===== config.mk =====
export PLATFORM = sky130hd
export DESIGN_NAME = socks5_handshake_parser_flat
export DESIGN_NICKNAME = d
export VERILOG_FILES = /design/src/rtl/core/s5hp_pkg.sv /design/src/rtl/core/s5hp_if.sv /design/src/rtl/core/s5hp_parse.sv /design/src/rtl/core/s5hp_out_buf.sv /design/src/rtl/core/socks5_handshake_parser.sv /design/src/flat_wrapper.sv
export SDC_FILE = /design/constraint.sdc
export NUM_CORES = 1
export LEC_CHECK = 0
export BUFFER_PORTS_ARGS = -buffer_cell sky130_fd_sc_hd__buf_4
export CAP_MARGIN = 20
export CELL_PAD_IN_SITES_DETAIL_PLACEMENT = 1
export CELL_PAD_IN_SITES_GLOBAL_PLACEMENT = 2
export CORE_MARGIN = 2
export CORE_UTILIZATION = 40
export DETAILED_ROUTE_END_ITERATION = 7
export PLACE_DENSITY_LB_ADDON = 0.1
export SYNTH_ARGS = -nofsm -noshare
export SYNTH_HDL_FRONTEND = slang
export SYNTH_HIERARCHICAL = 1
export SYNTH_SLANG_ARGS = --single-unit

===== constraint.sdc =====
create_clock -name clk_i -period 28.3 [get_ports clk_i]
set_input_delay 4.245 -clock clk_i [delete_from_list [all_inputs] [get_ports clk_i]]
set_output_delay 4.245 -clock clk_i [all_outputs]
set_load 0.01 [all_outputs]

===== src/rtl/core/s5hp_pkg.sv =====
// Shared types and protocol constants for the SOCKS5 handshake parser.
`timescale 1ns / 1ps

package s5hp_pkg;

  // Protocol byte values
  localparam logic [7:0] SOCKS_VER    = 8'h05;
  localparam logic [7:0] METH_NO_AUTH = 8'h00;
  localparam logic [7:0] CMD_FIRST    = 8'h01;
  localparam logic [7:0] CMD_LAST     = 8'h03;
  localparam logic [7:0] RSV_BYTE     = 8'h00;
  localparam logic [7:0] ATYP_IPV4    = 8'h01;
  localparam logic [7:0] ATYP_NAME    = 8'h03;
  localparam logic [7:0] ATYP_IPV6    = 8'h04;
  localparam logic [7:0] IPV4_BYTES   = 8'd4;
  localparam logic [7:0] IPV6_BYTES   = 8'd16;

  typedef enum logic [2:0] {
    EV_NAME   = 3'd0,
    EV_G_OK   = 3'd1,
    EV_G_BAD  = 3'd2,
    EV_R_OK   = 3'd3,
    EV_R_BAD  = 3'd4,
    EV_CLOSED = 3'd5
  } event_e;

  typedef enum logic [1:0] {
    RSN_GENERAL = 2'd0,
    RSN_CMD     = 2'd1,
    RSN_ATYP    = 2'd2
  } reason_e;

  typedef enum logic [1:0] {
    KIND_IPV4 = 2'd0,
    KIND_NAME = 2'd1,
    KIND_IPV6 = 2'd2
  } kind_e;

  typedef struct packed {
    event_e      event_res;
    reason_e     reason;
    logic [1:0]  command;
    kind_e       addr_kind;
    logic [63:0] addr_high;
    logic [63:0] addr_low;
    logic [15:0] dest_port;
    logic [7:0]  host_length;
    logic [7:0]  host_byte;
  } res_t;

endpackage


===== src/rtl/core/s5hp_if.sv =====
// Channel interfaces: client byte input, parse result output, config write.
`timescale 1ns / 1ps

interface s5hp_in_if;
  logic       valid;
  logic       ready;
  logic [7:0] data_byte;
  logic       conn_start;

  modport source (output valid, output data_byte, output conn_start, input ready);
  modport sink (input valid, input data_byte, input conn_start, output ready);
endinterface

interface s5hp_out_if;
  logic                 valid;
  logic                 ready;
  s5hp_pkg::event_e     event_res;
  s5hp_pkg::reason_e    reason;
  logic [1:0]           command;
  s5hp_pkg::kind_e      addr_kind;
  logic [63:0]          addr_high;
  logic [63:0]          addr_low;
  logic [15:0]          dest_port;
  logic [7:0]           host_length;
  logic [7:0]           host_byte;

  modport source (output valid, output event_res, output reason, output command,
                  output addr_kind, output addr_high, output addr_low, output dest_port,
                  output host_length, output host_byte, input ready);
  modport sink (input valid, input event_res, input reason, input command,
                input addr_kind, input addr_high, input addr_low, input dest_port,
                input host_length, input host_byte, output ready);
endinterface

interface s5hp_cfg_if;
  logic valid;
  logic ready;
  logic disable_ipv6;

  modport source (output valid, output disable_ipv6, input ready);
  modport sink (input valid, input disable_ipv6, output ready);
endinterface


===== src/rtl/core/s5hp_parse.sv =====
// Handshake state machine: one client byte per step, at most one result.
`timescale 1ns / 1ps

module s5hp_parse (
  input  logic           clk_i,
  input  logic           rst_ni,
  input  logic           step_i,
  input  logic [7:0]     data_byte_i,
  input  logic           conn_start_i,
  input  logic           disable_ipv6_i,
  output logic           res_vld_o,
  output s5hp_pkg::res_t res_o
);
  import s5hp_pkg::*;

  typedef enum logic [3:0] {
    PH_G_VER   = 4'd0,
    PH_G_NMETH = 4'd1,
    PH_G_METH  = 4'd2,
    PH_R_VER   = 4'd3,
    PH_R_CMD   = 4'd4,
    PH_R_RSV   = 4'd5,
    PH_R_ATYP  = 4'd6,
    PH_A4      = 4'd7,
    PH_A6      = 4'd8,
    PH_NLEN    = 4'd9,
    PH_NAME    = 4'd10,
    PH_P_HI    = 4'd11,
    PH_P_LO    = 4'd12,
    PH_DONE    = 4'd13,
    PH_CLOSED  = 4'd14
  } phase_e;

  phase_e      phase_q, phase_d, cur_phase;
  logic [7:0]  cnt_q, cnt_d, cur_cnt, cnt_inc;
  logic [7:0]  meth_q, meth_d, cur_meth;
  logic        no_auth_q, no_auth_d, cur_no_auth;
  logic [1:0]  cmd_q, cmd_d, cur_cmd;
  kind_e       atype_q, atype_d, cur_atype;
  logic [63:0] hi_q, hi_d, cur_hi;
  logic [63:0] lo_q, lo_d, cur_lo;
  logic [15:0] port_q, port_d, cur_port;
  logic [7:0]  nlen_q, nlen_d, cur_nlen;
  logic [7:0]  b;

  assign b = data_byte_i;

  always_comb begin
    // a new connection sees cleared state before its first byte
    if (conn_start_i) begin
      cur_phase   = PH_G_VER;
      cur_cnt     = '0;
      cur_meth    = '0;
      cur_no_auth = 1'b0;
      cur_cmd     = '0;
      cur_atype   = KIND_IPV4;
      cur_hi      = '0;
      cur_lo      = '0;
      cur_port    = '0;
      cur_nlen    = '0;
    end else begin
      cur_phase   = phase_q;
      cur_cnt     = cnt_q;
      cur_meth    = meth_q;
      cur_no_auth = no_auth_q;
      cur_cmd     = cmd_q;
      cur_atype   = atype_q;
      cur_hi      = hi_q;
      cur_lo      = lo_q;
      cur_port    = port_q;
      cur_nlen    = nlen_q;
    end
  end

  assign cnt_inc = cur_cnt + 8'd1;

  always_comb begin
    phase_d   = phase_q;
    cnt_d     = cnt_q;
    meth_d    = meth_q;
    no_auth_d = no_auth_q;
    cmd_d     = cmd_q;
    atype_d   = atype_q;
    hi_d      = hi_q;
    lo_d      = lo_q;
    port_d    = port_q;
    nlen_d    = nlen_q;
    res_vld_o = 1'b0;
    res_o     = '0;
    if (step_i) begin
      phase_d   = cur_phase;
      cnt_d     = cur_cnt;
      meth_d    = cur_meth;
      no_auth_d = cur_no_auth;
      cmd_d     = cur_cmd;
      atype_d   = cur_atype;
      hi_d      = cur_hi;
      lo_d      = cur_lo;
      port_d    = cur_port;
      nlen_d    = cur_nlen;
      unique case (cur_phase)
        PH_G_VER: begin
          if (b != SOCKS_VER) begin
            phase_d         = PH_CLOSED;
            res_vld_o       = 1'b1;
            res_o.event_res = EV_G_BAD;
          end else begin
            phase_d = PH_G_NMETH;
          end
        end
        PH_G_NMETH: begin
          meth_d = b;
          cnt_d  = '0;
          if (b == 8'd0) begin
            phase_d         = PH_CLOSED;
            res_vld_o       = 1'b1;
            res_o.event_res = EV_G_BAD;
          end else begin
            phase_d = PH_G_METH;
          end
        end
        PH_G_METH: begin
          no_auth_d = cur_no_auth | (b == METH_NO_AUTH);
          cnt_d     = cnt_inc;
          if (cnt_inc == cur_meth) begin
            res_vld_o = 1'b1;
            if (!no_auth_d) begin
              phase_d         = PH_CLOSED;
              res_o.event_res = EV_G_BAD;
            end else begin
              phase_d         = PH_R_VER;
              res_o.event_res = EV_G_OK;
            end
          end
        end
        PH_R_VER: begin
          if (b != SOCKS_VER) begin
            phase_d         = PH_CLOSED;
            res_vld_o       = 1'b1;
            res_o.event_res = EV_R_BAD;
            res_o.reason    = RSN_GENERAL;
          end else begin
            phase_d = PH_R_CMD;
          end
        end
        PH_R_CMD: begin
          if (b < CMD_FIRST || b > CMD_LAST) begin
            phase_d         = PH_CLOSED;
            res_vld_o       = 1'b1;
            res_o.event_res = EV_R_BAD;
            res_o.reason    = RSN_CMD;
          end else begin
            cmd_d   = b[1:0] - 2'd1;
            phase_d = PH_R_RSV;
          end
        end
        PH_R_RSV: begin
          if (b != RSV_BYTE) begin
            phase_d         = PH_CLOSED;
            res_vld_o       = 1'b1;
            res_o.event_res = EV_R_BAD;
            res_o.reason    = RSN_GENERAL;
          end else begin
            phase_d = PH_R_ATYP;
          end
        end
        PH_R_ATYP: begin
          hi_d   = '0;
          lo_d   = '0;
          nlen_d = '0;
          cnt_d  = '0;
          if (b == ATYP_IPV4) begin
            atype_d = KIND_IPV4;
            phase_d = PH_A4;
          end else if (b == ATYP_NAME) begin
            atype_d = KIND_NAME;
            phase_d = PH_NLEN;
          end else if (b == ATYP_IPV6) begin
            atype_d = KIND_IPV6;
            phase_d = PH_A6;
          end else begin
            phase_d         = PH_CLOSED;
            res_vld_o       = 1'b1;
            res_o.event_res = EV_R_BAD;
            res_o.reason    = RSN_ATYP;
          end
        end
        PH_A4: begin
          lo_d  = {32'd0, cur_lo[23:0], b};
          cnt_d = cnt_inc;
          if (cnt_inc >= IPV4_BYTES) begin
            phase_d = PH_P_HI;
          end
        end
        PH_A6: begin
          // shift the 128-bit address left by one byte
          hi_d  = {cur_hi[55:0], cur_lo[63:56]};
          lo_d  = {cur_lo[55:0], b};
          cnt_d = cnt_inc;
          if (cnt_inc >= IPV6_BYTES) begin
            if (disable_ipv6_i) begin
              phase_d         = PH_CLOSED;
              res_vld_o       = 1'b1;
              res_o.event_res = EV_R_BAD;
              res_o.reason    = RSN_ATYP;
            end else begin
              phase_d = PH_P_HI;
            end
          end
        end
        PH_NLEN: begin
          nlen_d  = b;
          cnt_d   = '0;
          phase_d = (b == 8'd0) ? PH_P_HI : PH_NAME;
        end
        PH_NAME: begin
          res_vld_o         = 1'b1;
          res_o.event_res   = EV_NAME;
          res_o.command     = cur_cmd;
          res_o.addr_kind   = cur_atype;
          res_o.host_length = cur_nlen;
          res_o.host_byte   = b;
          cnt_d             = cnt_inc;
          if (cnt_inc >= cur_nlen) begin
            phase_d = PH_P_HI;
          end
        end
        PH_P_HI: begin
          port_d  = {b, 8'd0};
          phase_d = PH_P_LO;
        end
        PH_P_LO: begin
          port_d            = {cur_port[15:8], b};
          phase_d           = PH_DONE;
          res_vld_o         = 1'b1;
          res_o.event_res   = EV_R_OK;
          res_o.command     = cur_cmd;
          res_o.addr_kind   = cur_atype;
          res_o.addr_high   = cur_hi;
          res_o.addr_low    = cur_lo;
          res_o.dest_port   = {cur_port[15:8], b};
          res_o.host_length = (cur_atype == KIND_NAME) ? cur_nlen : 8'd0;
        end
        PH_DONE: begin
          phase_d         = PH_CLOSED;
          res_vld_o       = 1'b1;
          res_o.event_res = EV_CLOSED;
        end
        default: begin
          phase_d = PH_CLOSED;
        end
      endcase
    end
  end

  always_ff @(posedge clk_i or negedge rst_ni) begin
    if (!rst_ni) begin
      phase_q   <= PH_G_VER;
      cnt_q     <= '0;
      meth_q    <= '0;
      no_auth_q <= 1'b0;
      cmd_q     <= '0;
      atype_q   <= KIND_IPV4;
      hi_q      <= '0;
      lo_q      <= '0;
      port_q    <= '0;
      nlen_q    <= '0;
    end else begin
      phase_q   <= phase_d;
      cnt_q     <= cnt_d;
      meth_q    <= meth_d;
      no_auth_q <= no_auth_d;
      cmd_q     <= cmd_d;
      atype_q   <= atype_d;
      hi_q      <= hi_d;
      lo_q      <= lo_d;
      port_q    <= port_d;
      nlen_q    <= nlen_d;
    end
  end

  a_reject_closes: assert property (@(posedge clk_i) disable iff (!rst_ni)
    step_i && res_vld_o && res_o.event_res == EV_R_BAD |=> phase_q == PH_CLOSED)
    else $error("reject did not close the connection");

  a_closed_silent: assert property (@(posedge clk_i) disable iff (!rst_ni)
    step_i && !conn_start_i && phase_q == PH_CLOSED |-> !res_vld_o)
    else $error("result produced on a closed connection");

endmodule


===== src/rtl/core/s5hp_out_buf.sv =====
// Two-entry result queue that decouples the parser from the result receiver.
`timescale 1ns / 1ps

module s5hp_out_buf (
  input  logic              clk_i,
  input  logic              rst_ni,
  input  logic              push_i,
  input  s5hp_pkg::res_t    push_data_i,
  output logic              full_o,
  s5hp_out_if.source        res_o
);
  import s5hp_pkg::*;

  res_t       mem_q [2];
  logic       wr_ptr_q, rd_ptr_q;
  logic [1:0] cnt_q;
  logic       pop;
  res_t       head;

  assign full_o = (cnt_q == 2'd2);
  assign pop    = res_o.valid && res_o.ready;
  assign head   = mem_q[rd_ptr_q];

  assign res_o.valid       = (cnt_q != 2'd0);
  assign res_o.event_res   = head.event_res;
  assign res_o.reason      = head.reason;
  assign res_o.command     = head.command;
  assign res_o.addr_kind   = head.addr_kind;
  assign res_o.addr_high   = head.addr_high;
  assign res_o.addr_low    = head.addr_low;
  assign res_o.dest_port   = head.dest_port;
  assign res_o.host_length = head.host_length;
  assign res_o.host_byte   = head.host_byte;

  always_ff @(posedge clk_i) begin
    if (push_i) begin
      mem_q[wr_ptr_q] <= push_data_i;
    end
  end

  always_ff @(posedge clk_i or negedge rst_ni) begin
    if (!rst_ni) begin
      wr_ptr_q <= 1'b0;
      rd_ptr_q <= 1'b0;
      cnt_q    <= '0;
    end else begin
      if (push_i) begin
        wr_ptr_q <= ~wr_ptr_q;
      end
      if (pop) begin
        rd_ptr_q <= ~rd_ptr_q;
      end
      unique case ({push_i, pop})
        2'b10:   cnt_q <= cnt_q + 2'd1;
        2'b01:   cnt_q <= cnt_q - 2'd1;
        default: cnt_q <= cnt_q;
      endcase
    end
  end

  a_cnt_range: assert property (@(posedge clk_i) disable iff (!rst_ni)
    cnt_q != 2'd3)
    else $error("result queue count out of range");

  a_no_overflow: assert property (@(posedge clk_i) disable iff (!rst_ni)
    push_i |-> !full_o)
    else $error("push into full result queue");

endmodule


===== src/rtl/core/socks5_handshake_parser.sv =====
// Top level of the SOCKS5 client handshake parser.
//
// Channels: in_i carries one client byte per word (data_byte) plus conn_start,
// which clears the parser before that byte is used. res_o carries at most one
// result word per input word: name byte, greeting accepted/rejected, request
// parsed/rejected (with reason) or closed. cfg_i writes disable_ipv6, taken
// at any cycle; write it only while the block is idle.
// Throughput: one byte per cycle while the result queue is not full. Each byte
// runs through one state-machine step between the input register and the
// two-entry result queue. A byte taken into the input register is parsed when
// the queue has room; its result is pushed into the queue in that step.
// Reset: asynchronous, active low; the parser waits for a greeting version
// byte, the queue is empty, disable_ipv6 is 0.
// Stall: when the receiver holds res_o.ready low the queue fills; with two
// results queued the input register stops advancing and in_i.ready drops
// once it holds a byte. No result is dropped or repeated.
`timescale 1ns / 1ps

module socks5_handshake_parser (
  input  logic        clk_i,
  input  logic        rst_ni,
  s5hp_in_if.sink     in_i,
  s5hp_out_if.source  res_o,
  s5hp_cfg_if.sink    cfg_i
);
  import s5hp_pkg::*;

  logic       in_vld_q;
  logic [7:0] in_byte_q;
  logic       in_start_q;
  logic       dis_v6_q;
  logic       step;
  logic       q_full;
  logic       res_vld;
  res_t       res;

  // advance the input word whenever the queue has room for its result
  assign step       = in_vld_q && !q_full;
  assign in_i.ready = !in_vld_q || step;
  assign cfg_i.ready = 1'b1;

  always_ff @(posedge clk_i) begin
    if (in_i.valid && in_i.ready) begin
      in_byte_q  <= in_i.data_byte;
      in_start_q <= in_i.conn_start;
    end
  end

  always_ff @(posedge clk_i or negedge rst_ni) begin
    if (!rst_ni) begin
      in_vld_q <= 1'b0;
      dis_v6_q <= 1'b0;
    end else begin
      if (in_i.ready) begin
        in_vld_q <= in_i.valid;
      end
      if (cfg_i.valid && cfg_i.ready) begin
        dis_v6_q <= cfg_i.disable_ipv6;
      end
    end
  end

  s5hp_parse u_parse (
    .clk_i          (clk_i),
    .rst_ni         (rst_ni),
    .step_i         (step),
    .data_byte_i    (in_byte_q),
    .conn_start_i   (in_start_q),
    .disable_ipv6_i (dis_v6_q),
    .res_vld_o      (res_vld),
    .res_o          (res)
  );

  s5hp_out_buf u_out_buf (
    .clk_i       (clk_i),
    .rst_ni      (rst_ni),
    .push_i      (res_vld),
    .push_data_i (res),
    .full_o      (q_full),
    .res_o       (res_o)
  );

endmodule


===== src/flat_wrapper.sv =====
// flat-port wrapper written by rule: the top's interface ports become plain ports
module socks5_handshake_parser_flat import s5hp_pkg::*;
  (clk_i, rst_ni, in_i_valid, in_i_data_byte, in_i_conn_start, in_i_ready, res_o_valid, res_o_event_res, res_o_reason, res_o_command, res_o_addr_kind, res_o_addr_high, res_o_addr_low, res_o_dest_port, res_o_host_length, res_o_host_byte, res_o_ready, cfg_i_valid, cfg_i_disable_ipv6, cfg_i_ready);
  s5hp_in_if in_i_i ();
  s5hp_out_if res_o_i ();
  s5hp_cfg_if cfg_i_i ();
  input  logic clk_i;
  input  logic rst_ni;
  input wire logic [$bits(in_i_i.valid)-1:0] in_i_valid;
  input wire logic [$bits(in_i_i.data_byte)-1:0] in_i_data_byte;
  input wire logic [$bits(in_i_i.conn_start)-1:0] in_i_conn_start;
  output wire logic [$bits(in_i_i.ready)-1:0] in_i_ready;
  output wire logic [$bits(res_o_i.valid)-1:0] res_o_valid;
  output wire logic [$bits(res_o_i.event_res)-1:0] res_o_event_res;
  output wire logic [$bits(res_o_i.reason)-1:0] res_o_reason;
  output wire logic [$bits(res_o_i.command)-1:0] res_o_command;
  output wire logic [$bits(res_o_i.addr_kind)-1:0] res_o_addr_kind;
  output wire logic [$bits(res_o_i.addr_high)-1:0] res_o_addr_high;
  output wire logic [$bits(res_o_i.addr_low)-1:0] res_o_addr_low;
  output wire logic [$bits(res_o_i.dest_port)-1:0] res_o_dest_port;
  output wire logic [$bits(res_o_i.host_length)-1:0] res_o_host_length;
  output wire logic [$bits(res_o_i.host_byte)-1:0] res_o_host_byte;
  input wire logic [$bits(res_o_i.ready)-1:0] res_o_ready;
  input wire logic [$bits(cfg_i_i.valid)-1:0] cfg_i_valid;
  input wire logic [$bits(cfg_i_i.disable_ipv6)-1:0] cfg_i_disable_ipv6;
  output wire logic [$bits(cfg_i_i.ready)-1:0] cfg_i_ready;
  assign in_i_i.valid = in_i_valid;
  assign in_i_i.data_byte = in_i_data_byte;
  assign in_i_i.conn_start = in_i_conn_start;
  assign in_i_ready = in_i_i.ready;
  assign res_o_valid = res_o_i.valid;
  assign res_o_event_res = res_o_i.event_res;
  assign res_o_reason = res_o_i.reason;
  assign res_o_command = res_o_i.command;
  assign res_o_addr_kind = res_o_i.addr_kind;
  assign res_o_addr_high = res_o_i.addr_high;
  assign res_o_addr_low = res_o_i.addr_low;
  assign res_o_dest_port = res_o_i.dest_port;
  assign res_o_host_length = res_o_i.host_length;
  assign res_o_host_byte = res_o_i.host_byte;
  assign res_o_i.ready = res_o_ready;
  assign cfg_i_i.valid = cfg_i_valid;
  assign cfg_i_i.disable_ipv6 = cfg_i_disable_ipv6;
  assign cfg_i_ready = cfg_i_i.ready;
  socks5_handshake_parser u_core (.clk_i(clk_i), .rst_ni(rst_ni), .in_i(in_i_i), .res_o(res_o_i), .cfg_i(cfg_i_i));
endmodule

* Word-level counts from Yosys, hierarchy flattened
Memory sizes are Yosys's and may differ from the RTL's.
Cells that the tools add are included.
** Cells by class
- Add/sub/neg operators :: 4
- $lt $le $gt $ge :: 5
- Equal/unequal tests :: 22
- Muxes and demuxes :: 74
- Bitwise logic cells :: 3
- Reductions and logical operators :: 17
** Operator list (count)
- one-hot mux 64 bit (3 select lines) :: 1
- 2-to-1 mux 169 bit :: 1
- 2-to-1 mux 144 bit :: 1
- 2-to-1 mux 64 bit :: 2
- one-hot mux 64 bit (2 select lines) :: 1
- 2-to-1 mux 4 bit :: 14
- one-hot mux 4 bit (13 select lines) :: 1
- 2-to-1 mux 8 bit :: 6
- one-hot mux 8 bit (2 select lines) :: 3
- 2-to-1 mux 5 bit :: 8
- one-hot mux 16 bit (2 select lines) :: 1
- one-hot mux 3 bit (10 select lines) :: 1
- equality test 4 bit (second input constant) :: 6
- 2-to-1 mux 2 bit :: 12
- equality test 4 x 3 -> 1 bit (second input constant) :: 4
- 2-to-1 mux 1 bit :: 16
- 2-to-1 mux 16 bit :: 1
- one-hot mux 2 bit (5 select lines) :: 1
- adder 8 x 1 -> 8 bit (second input constant) :: 1
- equality test 4 x 2 -> 1 bit (second input constant) :: 2
- equality test 8 x 1 -> 1 bit (second input constant) :: 1
- equality test 8 x 2 -> 1 bit (second input constant) :: 1
- equality test 8 x 3 -> 1 bit (second input constant) :: 1
- equality test 8 bit :: 1
- 26 further kinds :: 38
** Storage, ports and cells
- Flip-flop bits (word level) :: 184
- Bits in writable memories :: 338
- Bits of input ports :: 15
- Output and inout bits :: 172
- Word-level logic and storage cells :: 143
- Memories kept :: 1
** Memories
- u_core.u_out_buf.mem_q :: words 2, width 169, rd ports 1, clocked after Yosys merged registers in 0, write ports 1, RTL line s5hp_out_buf.sv:14 : res_t mem_q [2];

* Logic depth before layout (Yosys ltp)
- Depth in word-level cells :: 8
- Depth in mapped cells :: 18
- Gate-level depth less buffers :: 13

* By module
Netlist, hierarchy kept.
** By module, submodules not included
- s5hp_out_buf :: instances 1, cells each 543, area an instance 12791.0 um2, seq. area each 10249.8 um2
- s5hp_parse :: instances 1, cells each 973, area an instance 9646.8 um2, seq. area each 4229.1 um2
- socks5_handshake_parser :: instances 1, cells each 18, area an instance 371.6 um2, seq. area each 320.3 um2

* Worst setup path after synthesis
Ideal clock, no wire load.
- Kind :: register to register
- From :: register u_core.in_start_q
- To :: memory u_core/u_out_buf/mem_q[0][0] (netlist bit) (enable)
- Setup time :: 700 ps
- Arrival :: 10410 ps
- Data required time :: 27600 ps
- Slack :: 17190 ps
- Cell stages (with the launch flop) :: 14
- Path buffers :: 4
- Period minus slack after synthesis :: 11110 ps
- Path through :: edfxtp_1 buf_2 buf_2 clkbuf_1 clkbuf_1 nor2b_1 ha_1 xor2_1 or4_1 a2111oi_0 a311oi_1 a41oi_1 inv_1 nor2_1
** On the way
- Cells in the longest elaborated chain, start to end :: 8
- Elaborated cells between the ends (all ways) :: 25
- Those cells by class :: add/sub (1); order compare (1); eq/ne (11); mux (9); reduce/logical (3)
** Ends and longest elaborated chain
- from (decl) :: RTL line socks5_handshake_parser.sv:30 : logic in_start_q;
- from (signal assigned) :: RTL line socks5_handshake_parser.sv:45 : in_start_q <= in_i.conn_start;
- 2-to-1 mux 8 bit :: RTL line s5hp_parse.sv:50 : if (conn_start_i) begin
- adder 8 x 1 -> 8 bit :: RTL line s5hp_parse.sv:75 : assign cnt_inc = cur_cnt + 8'd1;
- >= comparator 8 x 5 -> 1 bit / equality test 8 bit (equally long branches) :: RTL line s5hp_parse.sv:200, s5hp_parse.sv:125
- 2-to-1 mux 1 bit (on tied branches) :: RTL line s5hp_parse.sv:200, s5hp_parse.sv:125
- one-hot mux 1 bit (8 select lines) (*) :: RTL line s5hp_parse.sv:101 : unique case (cur_phase)
- 2-to-1 mux 1 bit (*) :: RTL line s5hp_parse.sv:90 : if (step_i) begin
- via u_core.res_vld :: RTL line socks5_handshake_parser.sv:34 : logic res_vld;
- 2-to-1 mux 1 bit (*) :: RTL line s5hp_out_buf.sv:36 : if (push_i) begin
- 2-to-1 mux 1 bit (implied by the code) (*) :: RTL line s5hp_out_buf.sv:37 : mem_q[wr_ptr_q] <= push_data_i;
- to (decl) :: RTL line s5hp_out_buf.sv:14
The timed path passes the listed nets; every way through them passes the cells marked *.

* Worst setup path after layout
- From :: register u_core.u_out_buf.rd_ptr_q
- To :: output port res_o_host_byte[4]
** On the way
- Cells in the longest elaborated chain, start to end :: 1
** Ends and longest elaborated chain
- from (decl) :: RTL line s5hp_out_buf.sv:15 : logic wr_ptr_q, rd_ptr_q;
- from (signal assigned) :: RTL line s5hp_out_buf.sv:51 : rd_ptr_q <= ~rd_ptr_q;
- memory read (2 x 169 bit)
- to (decl) :: RTL line flat_wrapper.sv:22 : output wire logic [$bits(res_o_i.host_byte)-1:0] res_o_host_byte;
No other way between the ends.

==> insert_results.sql <==
INSERT INTO impl_metrics (metric_group, metric, value, unit) VALUES
('run_status', 'status', 'complete, no violations', ''),
('setup_path', 'worstSetupStartpointType', 'flop', ''),
('timing', 'timing_max_transition_violations_final', '0', ''),
('clocking', 'number_of_instances_resized_during_post_cts_repair', '0', ''),
('pwr', 'worst_ir_drop_vdd', '0.0000692', 'V'),
('setup_path', 'critPathMaxFanout', '54', ''),
('clocking', 'cts_max_level', '2', ''),
('synthesis', 'synth.cell_area', '22800', 'um2'),
('global_route', 'gr-total-overflow', '0', ''),
('clocking', 'cts.hold.buffers_added', '0', ''),
('synthesis', 'synth_sequential_area_ratio', '0.649', ''),
('final_layout', 'area.growth.synth_to_final', '16.8', '%'),
('die', 'core_region_area', '56400', 'um2'),
('timing', 'final_min_period_over_clock_period', '0.269', ''),
('synthesis', 'yosysTopAreaCellShare', '0.457', ''),
('clocking', 'clock_root_buffer', 'sky130_fd_sc_hd__clkbuf_16', ''),
('clocking', 'cts_buffer_depth', '3', ''),
('setup_path', 'critical_path_class', 'flop to output port', ''),
('setup_path', 'critPathTopFamily', 'buffers and inverters', ''),
('die', 'die_w', '243', 'um'),
('synthesis', 'yosys-top-cells-area', 'sky130_fd_sc_hd__edfxtp_1 (46%), sky130_fd_sc_hd__dfrtp_1 (19%), sky130_fd_sc_hd__mux2_4 (6.6%)', ''),
('setup_path', 'worst-endpoint-arrival', '3.36', 'ns'),
('timing', 'finClkSkew', '0.0287', 'ns'),
('synthesis', 'async_flop_share', '0.335', ''),
('die', 'row_count', '87', ''),
('synthesis', 'synth_common_cells', 'sky130_fd_sc_hd__edfxtp_1 (347), sky130_fd_sc_hd__dfrtp_1 (175), sky130_fd_sc_hd__and2_1 (159)', ''),
('detailed_routing', 'dr.pass1.iters', '5', ''),
('setup_path', 'critical_path_required', '24.05', 'ns'),
('timing', 'fmax', '0.131', 'GHz'),
('synthesis', 'ys.flop_type', 'sky130_fd_sc_hd__edfxtp_1', ''),
('synthesis', 'synth_fp_nets', '1562', ''),
('die', 'die_h', '243', 'um'),
('timing', 'setup_repair_after_global_routing_missed_its_margin', 'false', ''),
('job', 'max_cap_violations', '0', ''),
('final_layout', 'num_antenna_cells', '0', ''),
('clocking', 'cts-buffers-inserted', '56', ''),
('global_route', 'grt_start_max_net_pins', '170', ''),
('synthesis', 'syn-mean-instance-area', '14.9', 'um2'),
('detailed_routing', 'drtAntennaViolNets', '0', ''),
('global_route', 'wire_length_of_the_first_global_routing_pass', '87600', 'um'),
('detailed_routing', 'wl_per_cell', '22.9', 'um'),
('die', 'die_area', '58900', 'um2'),
('setup_path', 'crit_end_category', 'output port', ''),
('clocking', 'clock_sink_count', '522', ''),
('clocking', 'post_cts_buffers', '0', ''),
('global_route', 'number_of_global_route_vias_before_repair', '14000', ''),
('placed_design', 'globalplace.congestion', '0.772', ''),
('synthesis', 'distinct_cell_type_count_of_the_synthesized_netlist', '74', ''),
('timing', 'worstMarginPinSlew', '1.15', 'ns'),
('synthesis', 'synth.yosys.warnings', '6', ''),
('clocking', 'tritoncts', 'yes', ''),
('final_layout', 'post_route_cells_drive_above_1_share', '0.280', ''),
('detailed_routing', 'post_drt_via_cell_ratio', '5.47', ''),
('worst_hold_path', 'hold_path.class', 'flop to flop', ''),
('detailed_routing', 'via_count', '13600', ''),
('synthesis', 'synth_enable_flop_cells', '347', ''),
('global_route', 'grt.total_usage', '0.191', ''),
('clocking', 'clkSlewWorstSetupHoldPaths', '0.06', 'ns'),
('timing', 'hold_violations', '0', ''),
('timing', 'final.hold.worst_slack', '0.486', 'ns'),
('pwr', 'total_leakage_power', '10.2', 'nW'),
('synthesis', 'synthMostInstantiatedCell', 'sky130_fd_sc_hd__edfxtp_1', ''),
('clocking', 'clock_insertion_delay_worst_skew', '0.61', 'ns'),
('final_layout', 'design.final.nets', '1706', ''),
('placed_design', 'place_hpwl', '35300', 'um'),
('setup_path', 'timing.critical_path.cells', 'buf_4 -> buf_4 -> mux2_2 -> buf_4', ''),
('placed_design', 'numPortBuffers', '185', ''),
('timing', 'worst_slew_margin_rel', '0.233', ''),
('detailed_routing', 'drc', '0', ''),
('setup_path', 'timing.critical_path.slowest_stage_cell', 'sky130_fd_sc_hd__buf_4', ''),
('die', 'floorplan.io_pins', '187', '');
[kinds of logic after synthesis]
| kind of cell | synth area share |
|---|---|
| buf+inv | 0.0271 |
| other cells | 0.000164 |
| mux | 0.101 |
| xor+xnor | 0.00806 |
| simple gates | 0.0763 |
| fa+ha+maj | 0.00713 |
| compound gates | 0.131 |
| flops | 0.649 |
[layout make-up]
cell class / instances / area [um2]
clock buffers: 75 / 1560
clock inverters: 30 / 292
fillers: 5582 / 29700
inverters: 11 / 43.8
multi-input cells: 881 / 7430
flip-flops and latches: 522 / 14800
well taps: 756 / 946
repair buffers: 206 / 1570
[power by group]
part           switching, mW  internal [mW]
registers             0.0691          0.981
clock network          0.298          0.433
logic                  0.432          0.356
[registers in the layout, summed over array words and instances (netlist names)]
name                       count
u_core/u_out_buf/rd_ptr_q      1
u_core/u_parse/cnt_q           8
u_core/in_vld_q                1
u_core/u_parse/phase_q         4
u_core/u_out_buf/mem_q       338
u_core/u_out_buf/cnt_q         2
u_core/u_parse/hi_q           64
u_core/u_parse/atype_q         2
u_core/u_out_buf/wr_ptr_q      1
u_core/u_parse/meth_q          8
u_core/u_parse/nlen_q          8
u_core/dis_v6_q                1
u_core/u_parse/lo_q           64
u_core/in_start_q              1
u_core/in_byte_q               8
u_core/u_parse/port_q          8
u_core/u_parse/no_auth_q       1
u_core/u_parse/cmd_q           2
[layer usage]
layer / track usage / vias up / routed length (um)
li1: - / 6233 / -
met1: 0.281 / 7041 / 27400
met2: 0.296 / 238 / 26400
met3: 0.0283 / 69 / 1900
met4: 0.0460 / 0 / 1090
met5: 0 / - / 0
[cells in the final DEF (no fill, tap or decap), drive strengths merged, types with 5 or more instances in the layout]
cell,instances
nor2,34
xor2,7
clkinv,23
buf,205
bufinv,5
nand2b,6
nand2,25
o21ai,20
ha,13
mux2,170
xnor2,14
o2bb2ai,124
edfxtp,347
nor3,10
a22oi,121
a21o,6
and2,159
nand3,11
inv,10
a22o,36
a21oi,22
clkbuf,76
nor2b,15
and3,6
nor4,9
dfrtp,175
[metrics by stage]
step,utilization,power [mW],cells,area [um2]
after global placement,0.440,1.87,2376,24800
final,0.473,2.57,2481,26600
after global routing,0.473,2.70,2481,26600
after CTS,0.473,2.62,2481,26600
after floorplan,-,1.57,1534,22800
after detailed placement,0.440,1.87,2376,24800
[path summary, 6_finish.rpt]
check / from / to / slack, ns / depth (start not counted)
worst max-delay path: u_core/u_out_buf/rd_ptr_q / res_o_host_byte[4] / 20.69 / 4
min in group asynchronous: rst_ni / u_core/u_parse/hi_q[52] / 3.69 / 1
worst min-delay path: u_core/u_out_buf/cnt_q[1] / u_core/u_out_buf/cnt_q[1] / 0.49 / 1
worst min register to register: u_core/u_out_buf/cnt_q[1] / u_core/u_out_buf/cnt_q[1] / 0.49 / 1
worst max register to register: u_core/in_start_q / u_core/u_out_buf/mem_q[1][164] / 21.65 / 11
max in group asynchronous: rst_ni / u_core/u_parse/hi_q[31] / 22.59 / 3
(Power assumes the default switching activity.)
